<file path="src/hw/rtl/rbp_pkg.sv">
package rbp_pkg;

  // configuration port geometry
  localparam int CFG_INDEX_W = 3;
  localparam int CFG_DATA_W  = 16;

  // register indexes
  localparam logic [CFG_INDEX_W-1:0] REG_ROTATION      = 3'd0;
  localparam logic [CFG_INDEX_W-1:0] REG_BUFFER_WIDTH  = 3'd1;
  localparam logic [CFG_INDEX_W-1:0] REG_BUFFER_HEIGHT = 3'd2;
  localparam logic [CFG_INDEX_W-1:0] REG_WINDOW_X      = 3'd3;
  localparam logic [CFG_INDEX_W-1:0] REG_WINDOW_Y      = 3'd4;

  // item function codes
  localparam logic FUNC_WRITE = 1'b0;
  localparam logic FUNC_READ  = 1'b1;

  // rotation codes
  localparam logic [1:0] ROT_0   = 2'd0;
  localparam logic [1:0] ROT_90  = 2'd1;
  localparam logic [1:0] ROT_180 = 2'd2;
  localparam logic [1:0] ROT_270 = 2'd3;

  // field widths
  localparam int ADDR_W   = 12;
  localparam int ROW_W    = 8;
  localparam int COL_W    = 4;
  localparam int BIT_W    = 3;
  localparam int COORD_W  = 16;
  localparam int DIM_W    = 11;
  localparam int PROD_W   = 2 * DIM_W;
  localparam int SUM_W    = PROD_W + 1;
  localparam int IDX_W    = SUM_W - BIT_W;

  // register reset values
  localparam logic [1:0]         ROTATION_RST      = ROT_0;
  localparam logic [DIM_W-1:0]   BUFFER_WIDTH_RST  = 11'd128;
  localparam logic [DIM_W-1:0]   BUFFER_HEIGHT_RST = 11'd256;
  localparam logic [COORD_W-1:0] WINDOW_RST        = 16'd0;

  // controller to datapath
  typedef struct packed {
    logic latch;
    logic issue;
    logic write;
    logic load_out;
  } rbp_cmd_t;

  // datapath to controller
  typedef struct packed {
    logic issue_last;
    logic acc_full;
  } rbp_status_t;

endpackage

</file>
<file path="src/hw/rtl/rbp_ctrl.sv">
module rbp_ctrl (
  input  logic                clk,
  input  logic                rst,
  input  logic                item_valid,
  output logic                item_stall,
  input  logic                func,
  output logic                result_valid,
  input  logic                result_stall,
  output rbp_pkg::rbp_cmd_t   cmd,
  input  rbp_pkg::rbp_status_t status
);

  typedef enum logic [1:0] {
    IDLE,
    RUN,
    DRAIN
  } state_t;

  state_t state;

  logic accept;
  logic out_free;

  // accept only while idle
  assign item_stall = (state != IDLE);
  assign accept     = item_valid && (state == IDLE);
  assign out_free   = !result_valid || !result_stall;

  // commands to the datapath
  always_comb begin
    cmd.write    = accept && (func == rbp_pkg::FUNC_WRITE);
    cmd.latch    = accept && (func == rbp_pkg::FUNC_READ);
    cmd.issue    = (state == RUN);
    cmd.load_out = (state == DRAIN) && status.acc_full && out_free;
  end

  // state and result valid
  always_ff @(posedge clk) begin
    if (rst) begin
      state        <= IDLE;
      result_valid <= 1'b0;
    end else begin
      // set on load, cleared once the beat is taken
      if (cmd.load_out) begin
        result_valid <= 1'b1;
      end else if (result_valid && !result_stall) begin
        result_valid <= 1'b0;
      end
      case (state)
        IDLE: begin
          if (cmd.latch) begin
            state <= RUN;
          end
        end
        RUN: begin
          if (status.issue_last) begin
            state <= DRAIN;
          end
        end
        DRAIN: begin
          if (cmd.load_out) begin
            state <= IDLE;
          end
        end
        default: begin
          state <= IDLE;
        end
      endcase
    end
  end

endmodule

</file>
<file path="config.mk">
export PLATFORM = sky130hd
export DESIGN_NAME = rbp_ctrl
export DESIGN_NICKNAME = d
export VERILOG_FILES = /design/src/hw/rtl/rbp_pkg.sv /design/src/hw/rtl/rbp_ctrl.sv
export SDC_FILE = /design/constraint.sdc
export NUM_CORES = 1
export LEC_CHECK = 0
export BUFFER_PORTS_ARGS = -buffer_cell sky130_fd_sc_hd__buf_2
export CORE_AREA = 2 2 39 41
export DETAILED_ROUTE_END_ITERATION = 8
export DIE_AREA = 0 0 41 43
export GPL_ROUTABILITY_DRIVEN = 0
export PLACE_DENSITY = 0.41
export SETUP_SLACK_MARGIN = 0.2
export SLEW_MARGIN = 20
export SYNTH_ARGS = -nofsm -noshare
export SYNTH_HDL_FRONTEND = slang
export SYNTH_SLANG_ARGS = --single-unit
</file>
<file path="constraint.sdc">
create_clock -name clk -period 2.29 [get_ports clk]
set_input_delay 0.458 -clock clk [delete_from_list [all_inputs] [get_ports clk]]
set_output_delay 0.458 -clock clk [all_outputs]
set_load 0.005 [all_outputs]
</file>
# Yosys cells after proc, flatten, opt, wreduce, memory -nomap -nowiden
# Cells that the tools add are included.
[totals] register_bits=3 out_inout_bits=6 elab_cells=27
[op_classes] n_eq_ne=5 muxes=6 bitwise_logic=1 reduce_logical=13
[ops] operator="$logic_and A1 B1 Y1" n=6
[ops] operator="$mux W2" n=3
[ops] operator="$pmux W2 S3" n=1
[ops] operator="$ne A2 B2 Y1 const B" n=2
[ops] operator="$reduce_bool A2 Y1" n=2
[ops] operator="$reduce_and A3 Y1" n=1
[ops] operator="$eq A2 B1 Y1 const B" n=1
[ops] operator="$eq A2 B2 Y1 const B" n=1
[ops] operator="$logic_not A1 Y1" n=2
[ops] operator="$logic_not A2 Y1" n=1
[ops] operator="$mux W1" n=2
[ops] operator="$ne A2 B1 Y1 const B" n=1
[ops] operator="$logic_or A1 B1 Y1" n=1
[ops] operator="$not A1 Y1" n=1

# Logic depth before layout (Yosys ltp)
# Gate-level depths: netlist (run 1).
[depth] word_depth=5 mapped_depth=2 ltp_nobuf=2

# Least setup slack after synthesis (run 1)
# Ideal clock, no wire load.
[synth_path] kind="reg-to-output" from="register state[0]" to="output port cmd[1] in the netlist's numbering" t_arrival_ns=0.760 t_required_ns=1.832 setup_slack_ns=1.072 stages_incl_launch_ff=3 cell_sequence="dfxtp_1 > or2_4 > nor3b_2"
[synth_lines] element="start, declared" line_no="rbp_ctrl.sv:19" text="state_t state;"
[synth_lines] element="start signal, assigned" line_no="rbp_ctrl.sv:40" text="state <= IDLE;"
[synth_lines] element="start signal, assigned" line_no="rbp_ctrl.sv:52" text="state <= RUN;"
[synth_lines] element="start signal, assigned" line_no="rbp_ctrl.sv:57" text="state <= DRAIN;"
[synth_lines] element="end, declared" line_no="rbp_ctrl.sv:9" text="output rbp_pkg::rbp_cmd_t cmd,"

==> results of run 1 <==
==> metal layers <==
layer	vias up	wire length, microns	share of wire, %
met4	0	0	0
met5	-	0	0
met2	13	118	28
met1	71	241	58
li1	100	-	-
met3	0	58	14
==> worst paths after layout <==
| check | end | cells past startpoint | start |
|---|---|---|---|
| worst max-delay path | cmd[1] | 3 | state[0]$_SDFFE_PP0P_ |
| worst min-delay path | result_valid$_SDFFE_PP0P_ | 2 | rst |
| worst max register to register | state[1]$_SDFFE_PP0P_ | 2 | state[0]$_SDFFE_PP0P_ |
| worst min register to register | result_valid$_SDFFE_PP0P_ | 2 | result_valid$_SDFFE_PP0P_ |
==> critical path: stages (launching register included) <==
cell and delay (ns):
dfxtp_1 0.35, or2_4 0.27, nor3b_2 0.14, buf_2 0.12
==> per-stage QoR <==
stage / util, % / total power [mW] / instance area (sq um) / setup slack [ns]
detailed placement: 19.26 / 0.08398 / 266.5 / 0.9220
global placement: 19.26 / 0.08421 / 266.5 / 0.9205
CTS: 21.16 / 0.1780 / 292.8 / 0.6939
floorplan: - / 0.07023 / 186.4 / 1.072
finish: 21.16 / 0.1733 / 292.8 / 0.7170
global route: 21.16 / 0.1860 / 292.8 / 0.6525
==> cells by family (layout without fill, tap and decap cells) <==
family / Yosys count / count (layout) / synth area share, %
simple gates: 9 / 9 / 45.63
compound gates: 5 / 5 / 20.14
buf+inv: 1 / 17 / 2.011
flops: 3 / 3 / 32.22
==> final cells by class <==
| cell class | count | area (sq um) | area share (%) |
|---|---|---|---|
| well taps | 16 | 20.02 | 6.838 |
| inverters | 1 | 3.754 | 1.282 |
| repair buffers | 12 | 60.06 | 20.51 |
| multi-input cells | 14 | 122.6 | 41.88 |
| clock buffers | 4 | 26.28 | 8.974 |
| flip-flops and latches | 3 | 60.06 | 20.51 |
==> power breakdown <==
part           internal, mW  total [mW]  switching (mW)
combinational        0.0159      0.0255         0.00961
sequential           0.0544      0.0572         0.00287
clock                0.0652      0.0906          0.0254
==> registers in the layout (all words and copies together), names as in the netlist <==
signal and count:
state 2, result_valid 1
==> cells in the final DEF, fill, tap and decap left out, drive strengths merged <==
cell	count
nand2b	1
nand2	1
nand3b	2
inv	1
a21oi	2
a21bo	1
a211oi	1
nor3b	2
buf	12
dfxtp	3
or2	1
a32o	1
clkbuf	4
nor2b	1
and4bb	1
==> flow_summary_export.csv, run 1 <==
group,metric,value,unit
sta,slew_headroom,84.32,%
placement,dpl.hpwl,336.5,microns
clock_network,cts_max_level,1,
critical_path,crit_type,"flop to output pin",
placement,port_buffers,12,
sta,tightest_slew,0.2348,ns
synthesis,synthTopCellsByCount,"3 x dfxtp_1, 2 x a21oi_1, 2 x nand3b_1, 2 x nor3b_2",
run_status,outcome,"completed",
synthesis,synth_area,186.4,sq um
synthesis,synth_seq_cells,3,
clock_network,cts.sinks,3,
synthesis,syn-num-nets,25,
global_routing,grt_use_total,4.905,%
pwr,power_density,591.9,nW/um^2
critical_path,path_max_fanout,7,
sta,finalMaxSlewViolations,0,
placement,dpl.cell_count,46,
synthesis,synthDistinctLibCells,13,
floorplan,fp.dieW,41,microns
floorplan,initial_core_util,13.47,%
clock_network,cts.root.buffer_cell,"clkbuf_4",
global_routing,grt_use_met3,3.141,%
global_routing,antenna_found_initial,0,
synthesis,synthCells,18,
drt,drc,0,
cells_and_area,area_growth,57.05,%
critical_path,cp-end-kind,"output pin",
clock_network,cts_setup_buffers,0,
sta,fmax,0.6357,GHz
floorplan,rows,14,
critical_path,crit_arrival,1.11,ns
clock_network,cts_tree,"built",
sta,setup_viol,0,
worst_hold_path,hold_class,"input port to flop",
synthesis,avgSynthCellArea,10.36,sq um
synthesis,yosysMostFrequentCell,"dfxtp_1",
global_routing,grt_max_degree,8,
floorplan,ioPinCount,13,
floorplan,die-area,1763,sq um
drt,num_vias,184,
cells_and_area,fillers,155,
sta,finalCritPeriodShare,68.69,%
sta,tns,0,ns
drt,avgViaCountPerCell,3.680,
global_routing,grt_pass1_vias,167,
cells_and_area,fin_nets,42,
synthesis,synth-edff-count,0,
floorplan,die_y,43,microns
sta,fin_crit,1.573,ns
clock_network,clockBufferDepth,2,
synthesis,yosys.area.top_type_share,32.21,%
cells_and_area,fin_cells,50,
synthesis,synth_area_leaders,"dfxtp_1 32%, nor3b_2 13%, nand3b_1 8.1%",
drt,wire_per_inst,8.360,microns
global_routing,overflow,0,
synthesis,yosysSeqAreaShare,32.21,%
sta,final_hold_viol_count,0,
critical_path,regToRegSetupSlack,1.43,ns
drt,routed_wirelength,418,microns
clock_network,path_clk_slew,0.04,ns
clock_network,clk-insertion-delay-late,0.23,ns
pwr,cellLeakagePower,0.1369,nW
sta,fin_hold_ws,0.4505,ns
clock_network,cts-resized-gates,0,
synthesis,synth-main-ff-cell,"dfxtp_1",
sta,clock_skew,0.001955,ns
clock_network,cts_hold_buf,0,
clock_network,numCtsBuffers,3,
critical_path,worstPathRequired,1.83,ns
global_routing,met2_usage,6.250,%
drt,drtPass1Iterations,4,
drt,ant_nets,0,
drt,drtIter0Drc,1,
synthesis,yosysTopAreaCell,"dfxtp_1",
synthesis,synthArstFlopShare,0,%
critical_path,start_kind,"flop",
sta,rsz0062_at_grt,"no",
global_routing,grt.busiest_layer,"met1",
floorplan,core-area,1384,sq um
global_routing,grt_pass1_wl,579,microns
synthesis,yosysWarnings,0,
cells_and_area,drive_gt1_share,61.76,%
cells_and_area,diodes,0,
pwr,ir_drop,0.2127,mV
flow_run,drv_cap,0,
global_routing,grtUsageMet1,6.369,%
(Power assumes the default switching activity.)
==> inputs of run 2 (changes only) <==
Clock period 2.29 ns to 1.6 ns, I/O delays scaled along.
==> run 2 against run 1 <==
  * Global-route usage up 0.90 points
  * First-iteration DRC count unchanged
  * Via count up 6.5%
  * Sequential share of layout area up 0.29 points
  * Routed wire length up 4.1%
  * Clock-buffer cell count unchanged
  * Critical path type unchanged
  * Critical endpoint unchanged
  * Highest routed layer unchanged
==> flow_summary_export.csv, run 2 (synthesized netlist as in run 1, its figures left out) <==
group,metric,value,unit
placement,pre_cts_ws,0.3948,ns
placement,port_buffers,12,
global_routing,grt_pass1_wl,690,microns
critical_path,worstPathRequired,1.28,ns
sta,finalMaxSlewViolations,0,
drt,avgViaCountPerCell,3.769,
floorplan,initial_core_util,13.47,%
critical_path,cp-end-kind,"output pin",
critical_path,crit_type,"flop to output pin",
cells_and_area,fin_nets,44,
critical_path,crit_arrival,1.09,ns
flow_run,drv_cap,0,
cells_and_area,drive_gt1_share,69.44,%
worst_hold_path,hold_path_depth,2,
pwr,power_density,806.2,nW/um^2
clock_network,cts_max_level,1,
clock_network,cts_tree,"built",
sta,slew_headroom,89.17,%
pwr,cellLeakagePower,0.1486,nW
sta,tns,0,ns
sta,finalCritPeriodShare,88.43,%
drt,drtPass1Iterations,2,
critical_path,crit_start,"state[0]$_SDFFE_PP0P_",
clock_network,clk-insertion-delay-late,0.23,ns
sta,setup_viol,0,
cells_and_area,largest_register,"state",
drt,routed_wirelength,435,microns
clock_network,clockBufferDepth,2,
cells_and_area,largest_reg_flops,2,
critical_path,timing.rr.start,"state[0]$_SDFFE_PP0P_",
floorplan,die-area,1763,sq um
sta,tightest_slew,0.1615,ns
floorplan,rows,14,
cells_and_area,postLayoutCoreUtil,22.60,%
placement,dpl.hpwl,334.1,microns
pwr,ir_drop,0.2621,mV
sta,fmax,0.7067,GHz
drt,wire_per_inst,8.365,microns
global_routing,grt_pass1_vias,180,
floorplan,core-area,1384,sq um
floorplan,die_y,43,microns
cells_and_area,area_growth,67.79,%
clock_network,numCtsBuffers,3,
global_routing,overflow,0,
sta,final_hold_viol_count,0,
sta,final.setup.worst_slack,0.1850,ns
pwr,p_total,0.2522,mW
floorplan,ioPinCount,13,
run_status,outcome,"completed",
worst_hold_path,hold_class,"input port to flop",
cells_and_area,diodes,0,
global_routing,grt_use_total,5.806,%
drt,drtIter0Drc,1,
sta,clock_skew,0.003616,ns
sta,rsz0062_at_grt,"yes",
sta,fin_crit,1.415,ns
critical_path,worstReg2RegEnd,"state[0]$_SDFFE_PP0P_",
cells_and_area,reg.largest.list,"state: 2 flops, result_valid: 1 flops",
drt,num_vias,196,
floorplan,fp.dieW,41,microns
critical_path,crit_end,"cmd[1]",
critical_path,start_kind,"flop",
critical_path,path_max_fanout,5,
clock_network,cts.root.buffer_cell,"clkbuf_4",
cells_and_area,final_cell_mix,"12 x buf_2, 3 x clkbuf_4",
global_routing,grt_max_degree,7,
critical_path,regToRegSetupSlack,0.69,ns
cells_and_area,layout_commonest_cell,"buf_2",
drt,ant_nets,0,
critical_path,reg2reg_depth,3,
drt,drc,0,
clock_network,cts_hold_buf,0,
clock_network,cts.sinks,3,
global_routing,antenna_found_initial,0,
clock_network,path_clk_slew,0.03,ns
## run 2: cell types whose count changed in the layout (fill, tap and decap cells not counted)
cell,previous run,this run
buf_4,0,2
dfxtp_1,3,1
dfxtp_2,0,1
dfxtp_4,0,1
## run 2: worst max-delay path: stages, from the launching register on
cell and delay [ns]:
dfxtp_4 0.34, or2_4 0.25, nor3b_2 0.14, buf_2 0.13
## run 2: worst min-delay path by stage
stage	startpoint	to	slack [ns]
after floorplan	rst	result_valid$_SDFFE_PP0P_	0.39
after global routing	rst	state[0]$_SDFFE_PP0P_	0.30
final	rst	state[0]$_SDFFE_PP0P_	0.30
after global placement	result_valid$_SDFFE_PP0P_	result_valid$_SDFFE_PP0P_	0.48
after detailed placement	result_valid$_SDFFE_PP0P_	result_valid$_SDFFE_PP0P_	0.49
after CTS	rst	state[0]$_SDFFE_PP0P_	0.30
## run 2: area by class of cell
| class | count | area, sq um |
|---|---|---|
| repair buffers | 14 | 75.07 |
| multi-input cells | 14 | 122.6 |
| well taps | 16 | 20.02 |
| flip-flops and latches | 3 | 65.06 |
| fillers | 143 | 1071 |
| clock buffers | 4 | 26.28 |
| inverters | 1 | 3.754 |
## run 2: where the power goes
group	switching (mW)	total, mW	internal [mW]
clock network	0.0368	0.130	0.0933
logic	0.0151	0.0411	0.0261
registers	0.00357	0.0810	0.0774
total	0.0554	0.252	0.197
## run 2: routing by layer
metal / vias up / part of all wire, % / track usage (%)
met5: - / 0 / 0
met4: 0 / 0 / 2.000
met3: 0 / 15 / 3.665
met2: 15 / 32 / 7.500
met1: 78 / 53 / 7.643
li1: 103 / - / -
## run 2: per-stage QoR
stage / hold slack [ns] / area [sq um] / cells
floorplan: 0.3891 / 186.4 / 18
global placement: 0.4823 / 266.5 / 46
detailed placement: 0.4863 / 266.5 / 46
CTS: 0.2980 / 312.8 / 52
global route: 0.3016 / 312.8 / 52
finish: 0.3043 / 312.8 / 52
## run 2: what timing repair did
item / CTS / global route
endpoints found under the hold margin: 0 / 0
gates resized for setup: 3 / 0
pin swaps: 0 / 1
setup buffers: 2 / 0
setup endpoints to repair: 1 / 2
==> inputs of run 3 (changes only) <==
Settings changed: PLACE_DENSITY 0.41 to 0.42, SLEW_MARGIN 20 to default.
Clock period 1.6 ns to 1.2 ns, I/O delays scaled along.
==> run 3 against run 2 <==
  * The flow now finishes with violations (negative setup slack)
  * Combinational power increased by 84%
  * First-iteration DRC count unchanged
  * Total power increased by 43%
  * Die area unchanged
  * Sequential power increased by 32%
  * Final area increased by 23%
  * Hold slack got worse by 0.090 ns
  * Non-clock buffer count increased by 7
  * Critical path depth unchanged
  * Via count increased by 14%
  * Sequential share of layout area decreased by 3.6 points
  * Largest power group unchanged
==> flow_summary_export.csv, run 3 (synthesized netlist as in run 1, its figures left out) <==
group,metric,value,unit
floorplan,die_y,43,microns
clock_network,cts.root.buffer_cell,"clkbuf_4",
sta,final.setup.worst_slack,-0.1099,ns
pwr,switching_power,0.08244,mW
critical_path,reg2reg_depth,6,
pwr,power_frac_seq,29.6,%
clock_network,path_clk_slew,0.04,ns
critical_path,worstPathRequired,0.96,ns
cells_and_area,reg.largest.list,"state: 2 flops, result_valid: 1 flops",
global_routing,grt_max_degree,6,
floorplan,fp.dieW,41,microns
global_routing,overflow,0,
drt,avgViaCountPerCell,3.797,
clock_network,cts_max_level,1,
clock_network,clk-insertion-delay-late,0.23,ns
placement,pre_cts_ws,0.1012,ns
drt,drtIter0Drc,1,
pwr,power.share.clock,49.4,%
drt,routed_wirelength,526,microns
cells_and_area,largest_register,"state",
placement,dpl.cell_count,48,
global_routing,grt_pass1_wl,834,microns
flow_run,drv_cap,0,
pwr,cellLeakagePower,0.1896,nW
critical_path,crit_arrival,1.07,ns
global_routing,antenna_found_initial,0,
pwr,sw_frac_of_total,22.84,%
floorplan,ioPinCount,13,
worst_hold_path,hold_class,"input port to flop",
worst_hold_path,min_from,"rst",
floorplan,core-area,1384,sq um
clock_network,cts_tree,"built",
critical_path,start_kind,"flop",
drt,ant_nets,0,
drt,drc,0,
cells_and_area,fin_nets,51,
sta,fin_crit,1.310,ns
run_status,violations,"negative setup slack",
sta,tightest_slew,0.1589,ns
sta,setup_viol,4,
sta,fin_hold_ws,0.2146,ns
drt,wire_per_inst,8.915,microns
floorplan,die-area,1763,sq um
global_routing,grt_use_total,7.430,%
critical_path,regToRegSetupSlack,-0.01,ns
pwr,ir_drop,0.2795,mV
cells_and_area,diodes,0,
floorplan,initial_core_util,13.47,%
placement,port_buffers,12,
floorplan,rows,14,
cells_and_area,fin_cells,59,
cells_and_area,postLayoutCoreUtil,27.85,%
critical_path,cp-end-kind,"output pin",
run_status,outcome,"finished with violations",
sta,finalMaxSlewViolations,0,
clock_network,cts.sinks,3,
critical_path,worstReg2RegEnd,"state[1]$_SDFFE_PP0P_",
pwr,combPwrFrac,21.0,%
clock_network,cts_hold_buf,0,
cells_and_area,largest_reg_flops,2,
sta,finalCritPeriodShare,109.2,%
worst_hold_path,hold_path_depth,2,
critical_path,path_max_fanout,5,
cells_and_area,layout_commonest_cell,"buf_2",
sta,slew_headroom,89.34,%
worst_hold_path,hold_end,"state[0]$_SDFFE_PP0P_",
pwr,power_density,936.6,nW/um^2
sta,rsz0062_at_grt,"yes",
critical_path,crit_type,"flop to output pin",
drt,drtPass1Iterations,2,
cells_and_area,area_growth,106.7,%
clock_network,clockBufferDepth,2,
sta,fmax,0.7634,GHz
clock_network,numCtsBuffers,3,
pwr,p_int,0.2785,mW
drt,num_vias,224,
critical_path,timing.rr.start,"state[0]$_SDFFE_PP0P_",
global_routing,grt_pass1_vias,211,
sta,clock_skew,0.002667,ns
sta,final_hold_viol_count,0,
cells_and_area,drive_gt1_share,76.74,%
cells_and_area,final_cell_mix,"12 x buf_2, 5 x buf_6, 4 x buf_4",
run 3: changes by cell type in the layout (fill, tap and decap cells not counted):
cell / before / now
buf_4: 2 / 4
dfxtp_2: 1 / 2
dfxtp_1: 1 / 0
buf_6: 0 / 5
run 3: worst max-delay path by stage:
stage,from,end,slack (ns),cells past startpoint
2_1_floorplan,state[0]$_SDFFE_PP0P_,cmd[1],0.20,2
3_3_place_gp,state[0]$_SDFFE_PP0P_,cmd[1],0.1,3
3_5_place_dp,state[0]$_SDFFE_PP0P_,cmd[1],0.10,3
4_1_cts,state[0]$_SDFFE_PP0P_,cmd[1],-0.13,3
5_1_grt,state[0]$_SDFFE_PP0P_,cmd[1],-0.17,3
6_report,state[0]$_SDFFE_PP0P_,cmd[1],-0.11,3
run 3: worst max-delay path: stages (launching register included):
cell and delay [ns]:
dfxtp_4 0.35, or2_4 0.23, nor3b_2 0.14, buf_2 0.12
run 3: metrics by stage:
stage / area, sq um / power (mW) / setup TNS, ns
floorplan: 186.4 / 0.1340 / 0
global placement: 281.5 / 0.1647 / 0
detailed placement: 281.5 / 0.1637 / 0
CTS: 361.6 / 0.3675 / -0.2630
global route: 385.4 / 0.3898 / -0.4948
finish: 385.4 / 0.3609 / -0.2209
run 3: timing repair:
| item | in CTS | in global routing |
|---|---|---|
| endpoints found under the hold margin | 0 | 0 |
| resized for setup | 6 | 3 |
| pin swaps | 2 | 2 |
| setup endpoints to repair | 5 | 7 |
| setup buffers | 5 | 2 |
run 3: cell type report:
class	count	area [sq um]
flip-flops and latches	3	66.31
clock buffers	4	26.28
multi-input cells	14	122.6
fillers	157	998.5
repair buffers	21	146.4
inverters	1	3.754
well taps	16	20.02
run 3: metal layers:
layer	track usage [%]	routed length (microns)	vias to the layer above	part of all wire [%]
met5	0	0	-	0
met2	10.00	233	12	44
met4	6.000	0	0	0
met3	3.141	60	0	11
li1	-	-	117	-
met1	8.682	233	95	44
run 3: power by group through the flow:
stage	clock network (mW)	registers [mW]	logic (mW)
3_3_place_gp	0	0.110	0.0550
4_1_cts	0.191	0.107	0.0692
2_1_floorplan	0	0.110	0.0245
6_report	0.178	0.107	0.0757
3_5_place_dp	0	0.110	0.0541
5_1_grt	0.199	0.108	0.0833
